File: config.mk
export PLATFORM = sky130hd
export DESIGN_NAME = per_channel_sequence_statistics
export DESIGN_NICKNAME = d
export VERILOG_FILES = /design/src/rtl/core/pcss_pkg.sv /design/src/rtl/core/pcss_ram.sv /design/src/rtl/core/per_channel_sequence_statistics.sv
export SDC_FILE = /design/constraint.sdc
export NUM_CORES = 2
export LEC_CHECK = 0
export BUFFER_PORTS_ARGS = -buffer_cell sky130_fd_sc_hd__buf_2
export CORE_MARGIN = 2
export CORE_UTILIZATION = 60
export DETAILED_ROUTE_END_ITERATION = 8
export PLACE_DENSITY = 0.79
export REMOVE_ABC_BUFFERS = 1
export SYNTH_ARGS = -nofsm -noshare
export SYNTH_HDL_FRONTEND = slang
export SYNTH_SLANG_ARGS = --single-unit
File: constraint.sdc
create_clock -name clk -period 22.7 [get_ports clk]
set_input_delay 4.54 -clock clk [delete_from_list [all_inputs] [get_ports clk]]
set_output_delay 4.54 -clock clk [all_outputs]
set_load 0.03 [all_outputs]
File: src/rtl/core/pcss_pkg.sv
`timescale 1ns / 1ps

package pcss_pkg;

    // Widths of the fields on the streaming ports.
    localparam int SAMPLE_W   = 16;
    localparam int CH_OUT_W   = 5;
    localparam int MEAN_W     = 16;
    localparam int STD_W      = 15;
    localparam int PEAK_W     = 15;
    localparam int FRAC_W     = 16;
    localparam int STATUS_W   = 2;
    localparam int OUT_BITS   = CH_OUT_W + MEAN_W + STD_W + PEAK_W + FRAC_W + STATUS_W;
    localparam int OUT_DATA_W = ((OUT_BITS + 7) / 8) * 8;

    // Configuration port.
    localparam int            PADDR_W       = 3;
    localparam int            PDATA_W       = 32;
    localparam logic [2:0]    ADDR_THRESH   = 3'd0;
    localparam logic [15:0]   THRESH_RESET  = 16'sd410;

    // Result status codes.
    localparam logic [1:0] STATUS_OK       = 2'd0;
    localparam logic [1:0] STATUS_RAGGED   = 2'd1;
    localparam logic [1:0] STATUS_OVERFLOW = 2'd2;

    // Integer square root of a 31-bit value, two bits per step.
    localparam int          SQRT_STEPS    = 16;
    localparam logic [31:0] SQRT_BIT_INIT = 32'h4000_0000;
    localparam logic [14:0] STD_MAX       = 15'h7FFF;

    typedef enum logic [3:0] {
        ST_CLEAR,
        ST_IDLE,
        ST_UPDATE,
        ST_FIN_RD,
        ST_FIN_LOAD,
        ST_DIV,
        ST_VAR,
        ST_SQ_INIT,
        ST_SQRT,
        ST_EMIT
    } state_t;

    typedef enum logic [1:0] {
        DIV_SUM,
        DIV_SQ,
        DIV_ACT
    } div_op_t;

endpackage

File: src/rtl/core/pcss_ram.sv
`timescale 1ns / 1ps

module pcss_ram #(
    parameter int WIDTH = 8,
    parameter int DEPTH = 16,
    parameter int AW    = (DEPTH > 1) ? $clog2(DEPTH) : 1
) (
    input  logic             clk,
    input  logic             we,
    input  logic [AW-1:0]    waddr,
    input  logic [WIDTH-1:0] wdata,
    input  logic [AW-1:0]    raddr,
    output logic [WIDTH-1:0] rdata
);

    logic [WIDTH-1:0] mem [DEPTH];

    always_ff @(posedge clk)
    begin
        if (we)
        begin
            mem[waddr] <= wdata;
        end
        rdata <= mem[raddr];
    end

endmodule

File: src/rtl/core/per_channel_sequence_statistics.sv
`timescale 1ns / 1ps

// Per-channel sequence statistics.
//
// Input words arrive on the s_axis channel in frame-major order: one signed
// Q4.12 sample in tdata, tlast on the final sample of the whole sequence.
// The channel of each sample follows from an internal position counter.
// On acceptance the channel's entry is read from the statistics RAM; in the
// update state it is updated and written back while no input is taken.
// After the word with tlast is folded in, the block emits NUM_CHANNELS
// result words on m_axis in channel order, tlast on the last channel. Each
// result is computed with a shared bit-serial divider (three divisions of
// 31+FW steps each, FW = clog2(MAX_FRAMES+1)) and a 16-step square root.
// During that burst no input is taken. The output register lets the next
// channel's work go on while a result waits, so a stalled receiver only
// stops the block when a second result is ready. Each entry is zeroed as
// its result is emitted. After reset the block sweeps every RAM entry to
// zero before it accepts input; the APB threshold register is writable
// at once.
module per_channel_sequence_statistics
    import pcss_pkg::*;
#(
    parameter int NUM_CHANNELS = 20,
    parameter int MAX_FRAMES   = 4096
) (
    input  logic                  clk,
    input  logic                  rst_n,
    // APB register port
    input  logic                  psel,
    input  logic                  penable,
    input  logic                  pwrite,
    input  logic [PADDR_W-1:0]    paddr,
    input  logic [PDATA_W-1:0]    pwdata,
    output logic [PDATA_W-1:0]    prdata,
    output logic                  pready,
    // Sample stream
    input  logic                  s_axis_tvalid,
    output logic                  s_axis_tready,
    input  logic [SAMPLE_W-1:0]   s_axis_tdata,   // sample_value
    input  logic                  s_axis_tlast,   // last_sample
    // Result stream
    output logic                  m_axis_tvalid,
    input  logic                  m_axis_tready,
    // channel_index, mean_value, std_value, peak_value, active_fraction,
    // status, zero fill
    output logic [OUT_DATA_W-1:0] m_axis_tdata,
    output logic                  m_axis_tlast    // last_result
);

    localparam int AW   = (NUM_CHANNELS > 1) ? $clog2(NUM_CHANNELS) : 1;
    localparam int FW   = $clog2(MAX_FRAMES + 1);
    localparam int SW   = SAMPLE_W + FW;
    localparam int SQW  = 31 + FW;
    localparam int EW   = SW + SQW + PEAK_W + FW;
    localparam int DCW  = $clog2(SQW + 1);
    localparam logic [AW-1:0] LAST_CH    = AW'(NUM_CHANNELS - 1);
    localparam logic [FW-1:0] FRAMES_MAX = FW'(MAX_FRAMES);

    state_t  state_reg, state_next;

    logic signed [15:0] thresh_reg;
    logic [AW-1:0]      pos_reg;
    logic [FW-1:0]      frame_reg;
    logic               ovf_reg;
    logic [AW-1:0]      clr_addr_reg;
    logic [AW-1:0]      fin_ch_reg;
    logic signed [15:0] samp_reg;
    logic               last_reg;

    logic [FW-1:0]      nf_reg;
    logic [1:0]         status_reg;

    // Working copy of one entry during the result burst.
    logic signed [SW-1:0] w_sum_reg;
    logic [SQW-1:0]       w_sq_reg;
    logic [PEAK_W-1:0]    w_peak_reg;
    logic [FW-1:0]        w_act_reg;

    // Shared restoring divider.
    div_op_t           div_op_reg;
    logic [SQW-1:0]    div_num_reg;
    logic [FW-1:0]     div_rem_reg;
    logic [DCW-1:0]    div_cnt_reg;

    logic signed [15:0] mean_reg;
    logic [30:0]        ex2_reg;
    logic [FRAC_W-1:0]  frac_reg;
    logic [30:0]        msq_reg;

    logic [31:0]        sq_x_reg;
    logic [31:0]        sq_root_reg;
    logic [31:0]        sq_bit_reg;
    logic [4:0]         sq_cnt_reg;

    logic                  out_valid_reg;
    logic [OUT_DATA_W-1:0] out_data_reg;
    logic                  out_last_reg;

    // RAM port signals.
    logic           ram_we;
    logic [AW-1:0]  ram_waddr;
    logic [EW-1:0]  ram_wdata;
    logic [AW-1:0]  ram_raddr;
    logic [EW-1:0]  ram_rdata;

    logic signed [SW-1:0] rd_sum;
    logic [SQW-1:0]       rd_sq;
    logic [PEAK_W-1:0]    rd_peak;
    logic [FW-1:0]        rd_act;

    logic                 accept;
    logic                 skip;
    logic signed [31:0]   samp_prod;
    logic signed [SW-1:0] upd_sum;
    logic [SQW-1:0]       upd_sq;
    logic [PEAK_W-1:0]    upd_peak;
    logic [FW-1:0]        upd_act;
    logic [EW-1:0]        upd_entry;

    logic [FW:0]          div_trial;
    logic                 div_ge;
    logic [SQW-1:0]       div_q_new;
    logic [FW-1:0]        div_rem_new;
    logic                 div_done;
    logic [16:0]          mean_mag;

    logic signed [31:0]   var_val;
    logic [31:0]          sq_trial;
    logic                 sq_ge;
    logic [14:0]          std_val;
    logic                 out_free;
    logic [FW-1:0]        nf_calc;

    assign accept = s_axis_tvalid && s_axis_tready;
    assign skip   = (pos_reg == '0) && (frame_reg >= FRAMES_MAX);

    assign {rd_sum, rd_sq, rd_peak, rd_act} = ram_rdata;

    // Accumulate one sample into the entry just read.
    assign samp_prod = samp_reg * samp_reg;
    assign upd_sum   = rd_sum + SW'(samp_reg);
    assign upd_sq    = rd_sq + SQW'($unsigned(samp_prod));
    assign upd_peak  = (samp_reg > $signed({1'b0, rd_peak})) ? samp_reg[14:0] : rd_peak;
    assign upd_act   = rd_act + FW'(samp_reg >= thresh_reg);
    assign upd_entry = {upd_sum, upd_sq, upd_peak, upd_act};

    // One step of long division by the frame count.
    assign div_trial   = {div_rem_reg, div_num_reg[SQW-1]};
    assign div_ge      = div_trial >= {1'b0, nf_reg};
    assign div_rem_new = div_ge ? FW'(div_trial - {1'b0, nf_reg}) : div_trial[FW-1:0];
    assign div_q_new   = {div_num_reg[SQW-2:0], div_ge};
    assign div_done    = (div_cnt_reg == DCW'(1));
    assign mean_mag    = div_q_new[16:0];

    assign var_val  = $signed({1'b0, ex2_reg}) - $signed({1'b0, msq_reg});
    assign sq_trial = sq_root_reg + sq_bit_reg;
    assign sq_ge    = sq_x_reg >= sq_trial;
    assign std_val  = (sq_root_reg > 32'(STD_MAX)) ? STD_MAX : sq_root_reg[14:0];

    assign out_free = !out_valid_reg || m_axis_tready;
    assign nf_calc  = ((frame_reg == '0) && (pos_reg == '0)) ? FW'(1)
                    : frame_reg + FW'(pos_reg != '0);

    pcss_ram #(
        .WIDTH (EW),
        .DEPTH (NUM_CHANNELS)
    ) u_stats_ram (
        .clk   (clk),
        .we    (ram_we),
        .waddr (ram_waddr),
        .wdata (ram_wdata),
        .raddr (ram_raddr),
        .rdata (ram_rdata)
    );

    // Next state and RAM control.
    always_comb
    begin
        state_next    = state_reg;
        ram_we        = 1'b0;
        ram_waddr     = pos_reg;
        ram_wdata     = '0;
        ram_raddr     = pos_reg;
        s_axis_tready = 1'b0;
        case (state_reg)
            ST_CLEAR:
            begin
                ram_we    = 1'b1;
                ram_waddr = clr_addr_reg;
                if (clr_addr_reg == LAST_CH)
                begin
                    state_next = ST_IDLE;
                end
            end
            ST_IDLE:
            begin
                s_axis_tready = 1'b1;
                if (accept)
                begin
                    state_next = ST_UPDATE;
                end
            end
            ST_UPDATE:
            begin
                ram_we    = !skip;
                ram_wdata = upd_entry;
                state_next = last_reg ? ST_FIN_RD : ST_IDLE;
            end
            ST_FIN_RD:
            begin
                ram_raddr  = fin_ch_reg;
                state_next = ST_FIN_LOAD;
            end
            ST_FIN_LOAD:
            begin
                state_next = ST_DIV;
            end
            ST_DIV:
            begin
                if (div_done && (div_op_reg == DIV_ACT))
                begin
                    state_next = ST_VAR;
                end
            end
            ST_VAR:
            begin
                state_next = ST_SQ_INIT;
            end
            ST_SQ_INIT:
            begin
                state_next = ST_SQRT;
            end
            ST_SQRT:
            begin
                if (sq_cnt_reg == 5'd1)
                begin
                    state_next = ST_EMIT;
                end
            end
            ST_EMIT:
            begin
                if (out_free)
                begin
                    ram_we     = 1'b1;
                    ram_waddr  = fin_ch_reg;
                    state_next = (fin_ch_reg == LAST_CH) ? ST_IDLE : ST_FIN_RD;
                end
            end
            default:
            begin
                state_next = ST_IDLE;
            end
        endcase
    end

    always_ff @(posedge clk or negedge rst_n)
    begin
        if (!rst_n)
        begin
            state_reg <= ST_CLEAR;
        end
        else
        begin
            state_reg <= state_next;
        end
    end

    // Control counters, the output valid flag and the configuration register.
    always_ff @(posedge clk or negedge rst_n)
    begin
        if (!rst_n)
        begin
            thresh_reg    <= THRESH_RESET;
            pos_reg       <= '0;
            frame_reg     <= '0;
            ovf_reg       <= 1'b0;
            clr_addr_reg  <= '0;
            fin_ch_reg    <= '0;
            out_valid_reg <= 1'b0;
        end
        else
        begin
            if (psel && penable && pwrite && pready && (paddr == ADDR_THRESH))
            begin
                thresh_reg <= pwdata[15:0];
            end
            if (state_reg == ST_CLEAR)
            begin
                clr_addr_reg <= clr_addr_reg + AW'(1);
            end
            if (state_reg == ST_UPDATE)
            begin
                if (skip)
                begin
                    ovf_reg <= 1'b1;
                end
                else if (pos_reg == LAST_CH)
                begin
                    pos_reg   <= '0;
                    frame_reg <= frame_reg + FW'(1);
                end
                else
                begin
                    pos_reg <= pos_reg + AW'(1);
                end
            end
            if ((state_reg == ST_EMIT) && out_free)
            begin
                out_valid_reg <= 1'b1;
                if (fin_ch_reg == LAST_CH)
                begin
                    fin_ch_reg <= '0;
                    pos_reg    <= '0;
                    frame_reg  <= '0;
                    ovf_reg    <= 1'b0;
                end
                else
                begin
                    fin_ch_reg <= fin_ch_reg + AW'(1);
                end
            end
            else if (m_axis_tready)
            begin
                out_valid_reg <= 1'b0;
            end
        end
    end

    // Datapath registers.
    always_ff @(posedge clk)
    begin
        if (accept)
        begin
            samp_reg <= s_axis_tdata;
            last_reg <= s_axis_tlast;
        end
        case (state_reg)
            ST_FIN_RD:
            begin
                nf_reg     <= nf_calc;
                status_reg <= ovf_reg ? STATUS_OVERFLOW
                            : ((pos_reg != '0) ? STATUS_RAGGED : STATUS_OK);
            end
            ST_FIN_LOAD:
            begin
                w_sum_reg   <= rd_sum;
                w_sq_reg    <= rd_sq;
                w_peak_reg  <= rd_peak;
                w_act_reg   <= rd_act;
                div_op_reg  <= DIV_SUM;
                div_num_reg <= SQW'(rd_sum[SW-1] ? SW'(-rd_sum) : SW'(rd_sum));
                div_rem_reg <= '0;
                div_cnt_reg <= DCW'(SQW);
            end
            ST_DIV:
            begin
                if (div_done)
                begin
                    div_rem_reg <= '0;
                    div_cnt_reg <= DCW'(SQW);
                    case (div_op_reg)
                        DIV_SUM:
                        begin
                            mean_reg    <= w_sum_reg[SW-1] ? 16'(-mean_mag) : mean_mag[15:0];
                            div_op_reg  <= DIV_SQ;
                            div_num_reg <= w_sq_reg;
                        end
                        DIV_SQ:
                        begin
                            ex2_reg     <= div_q_new[30:0];
                            div_op_reg  <= DIV_ACT;
                            div_num_reg <= SQW'({w_act_reg, 15'd0});
                        end
                        default:
                        begin
                            frac_reg <= div_q_new[FRAC_W-1:0];
                        end
                    endcase
                end
                else
                begin
                    div_num_reg <= div_q_new;
                    div_rem_reg <= div_rem_new;
                    div_cnt_reg <= div_cnt_reg - DCW'(1);
                end
            end
            ST_VAR:
            begin
                msq_reg <= 31'($unsigned(32'(mean_reg) * 32'(mean_reg)));
            end
            ST_SQ_INIT:
            begin
                sq_x_reg    <= (var_val > 0) ? $unsigned(var_val) : 32'd0;
                sq_root_reg <= '0;
                sq_bit_reg  <= SQRT_BIT_INIT;
                sq_cnt_reg  <= 5'(SQRT_STEPS);
            end
            ST_SQRT:
            begin
                if (sq_ge)
                begin
                    sq_x_reg    <= sq_x_reg - sq_trial;
                    sq_root_reg <= (sq_root_reg >> 1) + sq_bit_reg;
                end
                else
                begin
                    sq_root_reg <= sq_root_reg >> 1;
                end
                sq_bit_reg <= sq_bit_reg >> 2;
                sq_cnt_reg <= sq_cnt_reg - 5'd1;
            end
            ST_EMIT:
            begin
                if (out_free)
                begin
                    out_data_reg <= OUT_DATA_W'({status_reg, frac_reg, w_peak_reg,
                                                 std_val, mean_reg, CH_OUT_W'(fin_ch_reg)});
                    out_last_reg <= (fin_ch_reg == LAST_CH);
                end
            end
            default:
            begin
            end
        endcase
    end

    assign m_axis_tvalid = out_valid_reg;
    assign m_axis_tdata  = out_data_reg;
    assign m_axis_tlast  = out_last_reg;

    assign pready = 1'b1;
    assign prdata = (paddr == ADDR_THRESH) ? PDATA_W'(thresh_reg) : '0;

    // The position counter never leaves the channel range.
    assert property (@(posedge clk) disable iff (!rst_n) pos_reg <= LAST_CH)
        else $error("channel position out of range");

    // Frames never count past the limit.
    assert property (@(posedge clk) disable iff (!rst_n) frame_reg <= FRAMES_MAX)
        else $error("frame count past limit");

    // An update cycle always follows an accepted sample.
    assert property (@(posedge clk) disable iff (!rst_n)
        (state_reg == ST_UPDATE) |-> $past(accept))
        else $error("update without accepted sample");

    // The divider never sees a zero frame count.
    assert property (@(posedge clk) disable iff (!rst_n)
        (state_reg == ST_DIV) |-> (nf_reg != '0))
        else $error("division by zero frame count");

endmodule

=== Word-level counts from Yosys, hierarchy flattened ===
Memory sizes are Yosys's and may differ from the RTL's. A register that Yosys moved wholly into a read port is not among the register bits.
Index checks and enable logic that the tools add are counted.

* Bits of input ports: 59
* Logic and storage cells: 170
* RAM bits: 2,020
* Memories: 1
* Output and inout port bits: 108
* Register bits after elaboration: 513

* Reductions and logical operators: 29
* Add/subtract/negate cells: 17
* Order comparisons: 7
* $mul: 2
* Bitwise logic cells: 1
* Multiplexer cells: 57
* Equality and inequality tests: 25

{| class="wikitable"
|+ Memories
! name !! depth !! bits a word !! rd ports !! clocked after Yosys merged registers in !! write ports !! line !! text
|-
| u_stats_ram.mem || 20 || 101 || 1 || 1 || 1 || pcss_ram.sv:16 || <nowiki>logic [WIDTH-1:0] mem [DEPTH];</nowiki>
|}

{| class="wikitable"
|+ Operators by type and width
! kind !! number
|-
| case mux 32 bit (2 select lines) || 3
|-
| case mux 44 bit (2 select lines) || 2
|-
| 2-to-1 mux 32 bit || 4
|-
| 2-to-1 mux 101 bit || 1
|-
| 2-to-1 mux 13 bit || 7
|-
| 2-to-1 mux 44 bit || 2
|-
| adder 44 x 32 -> 44 bit || 1
|-
| 2-to-1 mux 5 bit || 8
|-
| case mux 4 bit (10 select lines) || 1
|-
| adder 31 x 32 -> 32 bit || 1
|-
| adder 32 bit || 1
|-
| >= comparator 32 bit || 1
|-
| > comparator 32 x 1 -> 1 bit (second input constant) || 1
|-
| > comparator 32 x 15 -> 1 bit (second input constant) || 1
|-
| multiplier 16 x 16 -> 32 bit || 1
|-
| subtractor 31 x 31 -> 32 bit || 1
|-
| subtractor 32 bit || 1
|-
| multiplier 16 x 16 -> 31 bit || 1
|-
| adder 29 x 16 -> 29 bit || 1
|-
| negator 29 bit || 1
|-
| adder 13 x 1 -> 13 bit || 2
|-
| case mux 13 bit (2 select lines) || 1
|-
| 2-to-1 mux 4 bit || 5
|-
| case mux 5 bit (2 select lines) || 2
|-
| 45 further kinds || 88
|}

=== Longest topological paths before layout ===
* Depth in word-level cells: 6
* Gate-level depth with buffers: 34
* Mapped depth without buffers: 33

=== Modules after synthesis ===
From an unflattened synthesis, not the netlist that was laid out.

* Cell total of the unflattened synthesis: 8,627
* Area total of the unflattened synthesis: 125,287.7 um2

{| class="wikitable"
|+ Modules (own cells, without submodules)
! module !! area each (um2) !! instances !! sequential area each (um2) !! cells each
|-
| pcss_ram || 79,213.5 || 1 || 62,680.1 || 3,980
|-
| per_channel_sequence_statistics || 46,074.2 || 1 || 13,809.5 || 4,647
|}

=== Least setup slack after synthesis ===
No wires, ideal clock.

* Path type: input port to flip-flop
* From: input m_axis_tready
* To: memory u_stats_ram.mem[12][0] (netlist bit), enable pin
* Setup slack: 9.910 ns
* Cell stages on the path: 6
* Arrival: 12.228 ns
* Library setup time: 0.562 ns
* Data required time: 22.138 ns
* Buffers on the path: 1
* Path through: nor2b_1 > nor3_1 > clkbuf_1 > a221oi_1 > or3_1 > nor2_1

* Word-level cells in the longest chain between the ends: 5
* Elaborated cells between the ends (all ways): 7
* Classes of those cells: 6 x mux; 1 x reduce/logical

{| class="wikitable"
|+ Ends and longest elaborated chain
! item !! line !! text
|-
| start, declared || per_channel_sequence_statistics.sv:43 || <nowiki>input logic m_axis_tready,</nowiki>
|-
| logical OR 1 bit (*) || per_channel_sequence_statistics.sv:160 || <nowiki>assign out_free = !out_valid_reg || m_axis_tready;</nowiki>
|-
| 2-to-1 mux 1 bit || per_channel_sequence_statistics.sv:242 || <nowiki>if (out_free)</nowiki>
|-
| case mux 1 bit (3 select lines) || per_channel_sequence_statistics.sv:185 || <nowiki>case (state_reg)</nowiki>
|-
| 2-to-1 mux 1 bit || pcss_ram.sv:20 || <nowiki>if (we)</nowiki>
|-
| 2-to-1 mux 1 bit (implied by the code) || pcss_ram.sv:22 || <nowiki>mem[waddr] <= wdata;</nowiki>
|-
| end, declared || pcss_ram.sv:16 ||
|}

Mark *: on every way between the ends. The rest lies on a longest branch, timed or not.

=== Worst setup path after layout ===
* From: register samp_reg[8]
* To: memory u_stats_ram.mem[6][64] (netlist bit) (data pin)

* Word-level cells in the longest chain between the ends: 3

{| class="wikitable"
|+ Ends and longest elaborated chain
! item !! line !! text
|-
| start, declared || per_channel_sequence_statistics.sv:67 || <nowiki>logic signed [15:0] samp_reg;</nowiki>
|-
| start signal, assigned || per_channel_sequence_statistics.sv:334 || <nowiki>samp_reg <= s_axis_tdata;</nowiki>
|-
| multiplier 16 x 16 -> 32 bit || per_channel_sequence_statistics.sv:140 || <nowiki>assign samp_prod = samp_reg * samp_reg;</nowiki>
|-
| adder 44 x 32 -> 44 bit || per_channel_sequence_statistics.sv:142 || <nowiki>assign upd_sq = rd_sq + SQW'($unsigned(samp_prod));</nowiki>
|-
| 2-to-1 mux 101 bit || per_channel_sequence_statistics.sv:185 ||
|-
| via ram_wdata[64] || per_channel_sequence_statistics.sv:102 || <nowiki>logic [EW-1:0] ram_wdata;</nowiki>
|}

The timed path passes the listed nets, and every way through them passes these cells.

==> impl_metrics.tcl <==
set metrics [dict create \
    ant_nets 0 \
    grt_max_degree 167 \
    synth_seq_cells 2589 \
    synth_area_leaders "edfxtp_1 58%, mux4_2 9.1%, fa_1 7.5%" \
    final-hold-violation-count 0 \
    crit_top_cell "fa_1" \
    synthesis.area_sq_um 126000 \
    synth.yosys.seq_area_share_pct 60.9 \
    die_area_sq_um 213000 \
    wl_met1_microns 114000 \
    design_area_sq_um 138000 \
    port-buffer-count 146 \
    wl_met2_microns 157000 \
    critPathCaptureType "register" \
    cpMaxStageDelayCell "nor2_1" \
    clock_latency_ns 0.95 \
    cts_resized 0 \
    core_sq_um 207000 \
    crit_buf_inv 4 \
    r2r-start "samp_reg[8]" \
    maxUsedRoutingLayer "met5" \
    place_congestion 0.912 \
    cts_root_buffer "clkbuf_16" \
    firstDrtPassIters 8 \
    max_freq_mhz 96.6 \
    cts_buffers 278 \
    hold_buffers 0 \
    fin_skew_ns 0.0867 \
    overflow 0 \
    clk_pin_slew_worst_paths_ns 0.07 \
    crit_arrival_ns 10.88 \
    maxCapViolations 0 \
    wl_per_cell_microns 27.0 \
    vias 74700 \
    yosysTopAreaCell "edfxtp_1" \
    cpPeakStageDelay_ns 0.91 \
    max_slew_margin_pct 6.78 \
    r2r-end "u_stats_ram.mem[6][64]" \
    ff2ff_setup_slack_ns 12.35 \
    fp.dieW_microns 461 \
    rr_worst_depth 29 \
    synth_edf_count 2438 \
    drc 0 \
    largest_register "u_stats_ram.mem" \
    clock_sinks 2589 \
    htreeDepth 5 \
    die_h_microns 461 \
    layout-drive-gt1-share_pct 14.7 \
    status "complete, no violations" \
    antenna_found_initial 6 \
    met3_length_microns 29200 \
    yosys.area.top_type_share_pct 58.3 \
    cts_tree "built" \
    yosysWarnings 0 \
    hpwl_microns 184000 \
    wl_microns 316000 \
    synthToLayoutAreaGrowth_pct 10.3 \
    worstMarginPinSlew_ns 1.39 \
    clock_path_buffers 4 \
    io_pins 167 \
    grt_first_pass_wirelength_microns 476000 \
    critical_path_class "register to register" \
    worstPathRequired_ns 23.22 \
    cp_max_fo 20 \
    hold_slack_ns 0.407 \
    ys_async_sr_fraction_pct 1.93 \
    postCtsSetupRepairBufs 0 \
    period_share_pct 45.6 \
    groute.usage.overall_pct 30.1 \
    vias_per_cell 6.39 \
    instances_no_fill 11700 \
    min_path_type "register to register" \
    yosysUniqueCellTypes 92 \
    synth-main-ff-cell "edfxtp_1" \
    grt_pass1_vias 77100 \
    fin_nets 9624 \
    dpl-instance-area_sq_um 130000 \
    start_util_pct 60.5 \
    worstHoldStart "frac_reg[4]" \
    whs_endpoint "m_axis_tdata[55]" \
    crit_family "adder cells" \
    synth.avg_cell_area_sq_um 14.8 \
    largest_reg_flops 2020 \
    cp-start-kind "register" \
    post-route-min-period_ns 10.35 \
    num_rows 167 \
    setup_violations 0 \
    dp_cells 11200 \
    slew_viol_final 0 \
    netlist_instances 8504 \
    whs_path_depth 0 \
    initialDrtViolationCount 9145 \
    rsz0062_at_grt "no" \
]
-- logic make-up (layout without fill, tap and decap cells) --
kind of cell | Yosys count | count (layout) | share of synthesized area, %
flops | 2589 | 2589 | 60.9
simple gates | 2011 | 2011 | 7.20
buf+inv | 1109 | 1507 | 3.49
compound gates | 1073 | 1073 | 5.40
fa+ha+maj | 862 | 862 | 11.4
mux | 543 | 543 | 9.37
xor+xnor | 315 | 315 | 2.20
other cells | 2 | 7 | 0.00598
-- routing by layer --
layer	track usage (%)	vias to the layer above
met3	4.47	920
met2	50.1	4399
met1	39.3	37800
met4	13.8	2
li1	-	31600
met5	0	-
-- stage by stage --
step	TNS (ns)	utilization, %	setup WS (ns)
2_1_floorplan	-2808.35	-	-27.82
3_3_place_gp	0	62.5	12.51
3_5_place_dp	0	62.5	12.32
4_1_cts	0	66.7	12.32
5_1_grt	0	66.7	11.76
6_report	0	66.7	12.35
-- layout make-up --
class / instances / area (sq um)
clock buffer: 352 / 7490
clock inverter: 129 / 1310
tap: 2788 / 3490
fill: 13500 / 69000
inverter: 752 / 2820
antenna: 3 / 7.51
sequential: 2589 / 76500
timing repair buffer: 274 / 1770
multi-input combinational: 4808 / 45100
-- cells in the mapped netlist, drive strengths merged (60+ instances only) --
cell    instances
nand2         982
inv           751
nand2b         62
a21o           95
edfxtp       2438
buf           152
ha            389
xor2          130
fa            473
a21oi         204
xnor2         185
nand3         200
dfxtp         101
nor2          355
clkbuf        205
and2          135
mux4          505
nor3           60
o21ai         378
-- how the worst max path moves through the flow --
stage / start / to / slack, ns / depth (start not counted)
floorplan: state_reg[1] / u_stats_ram.rdata[31] / -27.82 / 8
global placement: paddr[1] / prdata[28] / 12.51 / 5
detailed placement: samp_reg[3] / u_stats_ram.mem[9][71] / 12.32 / 30
CTS: samp_reg[3] / u_stats_ram.mem[13][71] / 12.32 / 30
global route: samp_reg[3] / u_stats_ram.mem[7][64] / 11.76 / 29
finish: samp_reg[8] / u_stats_ram.mem[6][64] / 12.35 / 29
-- layout by cell type (no fill, tap or decap), types with 45 or more instances in the layout --
cell type / netlist / layout
nor2_1: 354 / 331
fa_1: 473 / 473
mux4_2: 505 / 505
dfrtp_1: 45 / 45
o21ai_1: 73 / 73
nand2_1: 981 / 980
clkinv_2: 0 / 46
nor3_1: 59 / 52
o21ai_0: 305 / 303
clkbuf_1: 205 / 53
a31oi_1: 57 / 56
dfxtp_1: 101 / 101
ha_1: 389 / 389
and2_1: 135 / 135
buf_4: 23 / 122
clkbuf_16: 0 / 282
inv_1: 750 / 749
xor2_1: 130 / 130
a21o_1: 94 / 94
nand2b_1: 62 / 61
nand3_1: 200 / 200
xnor2_1: 185 / 185
a21oi_1: 203 / 199
edfxtp_1: 2438 / 2438
buf_2: 99 / 146
Power is not shown: default switching activity piles up to over one toggle a cycle in this logic, so the estimate is an artifact.
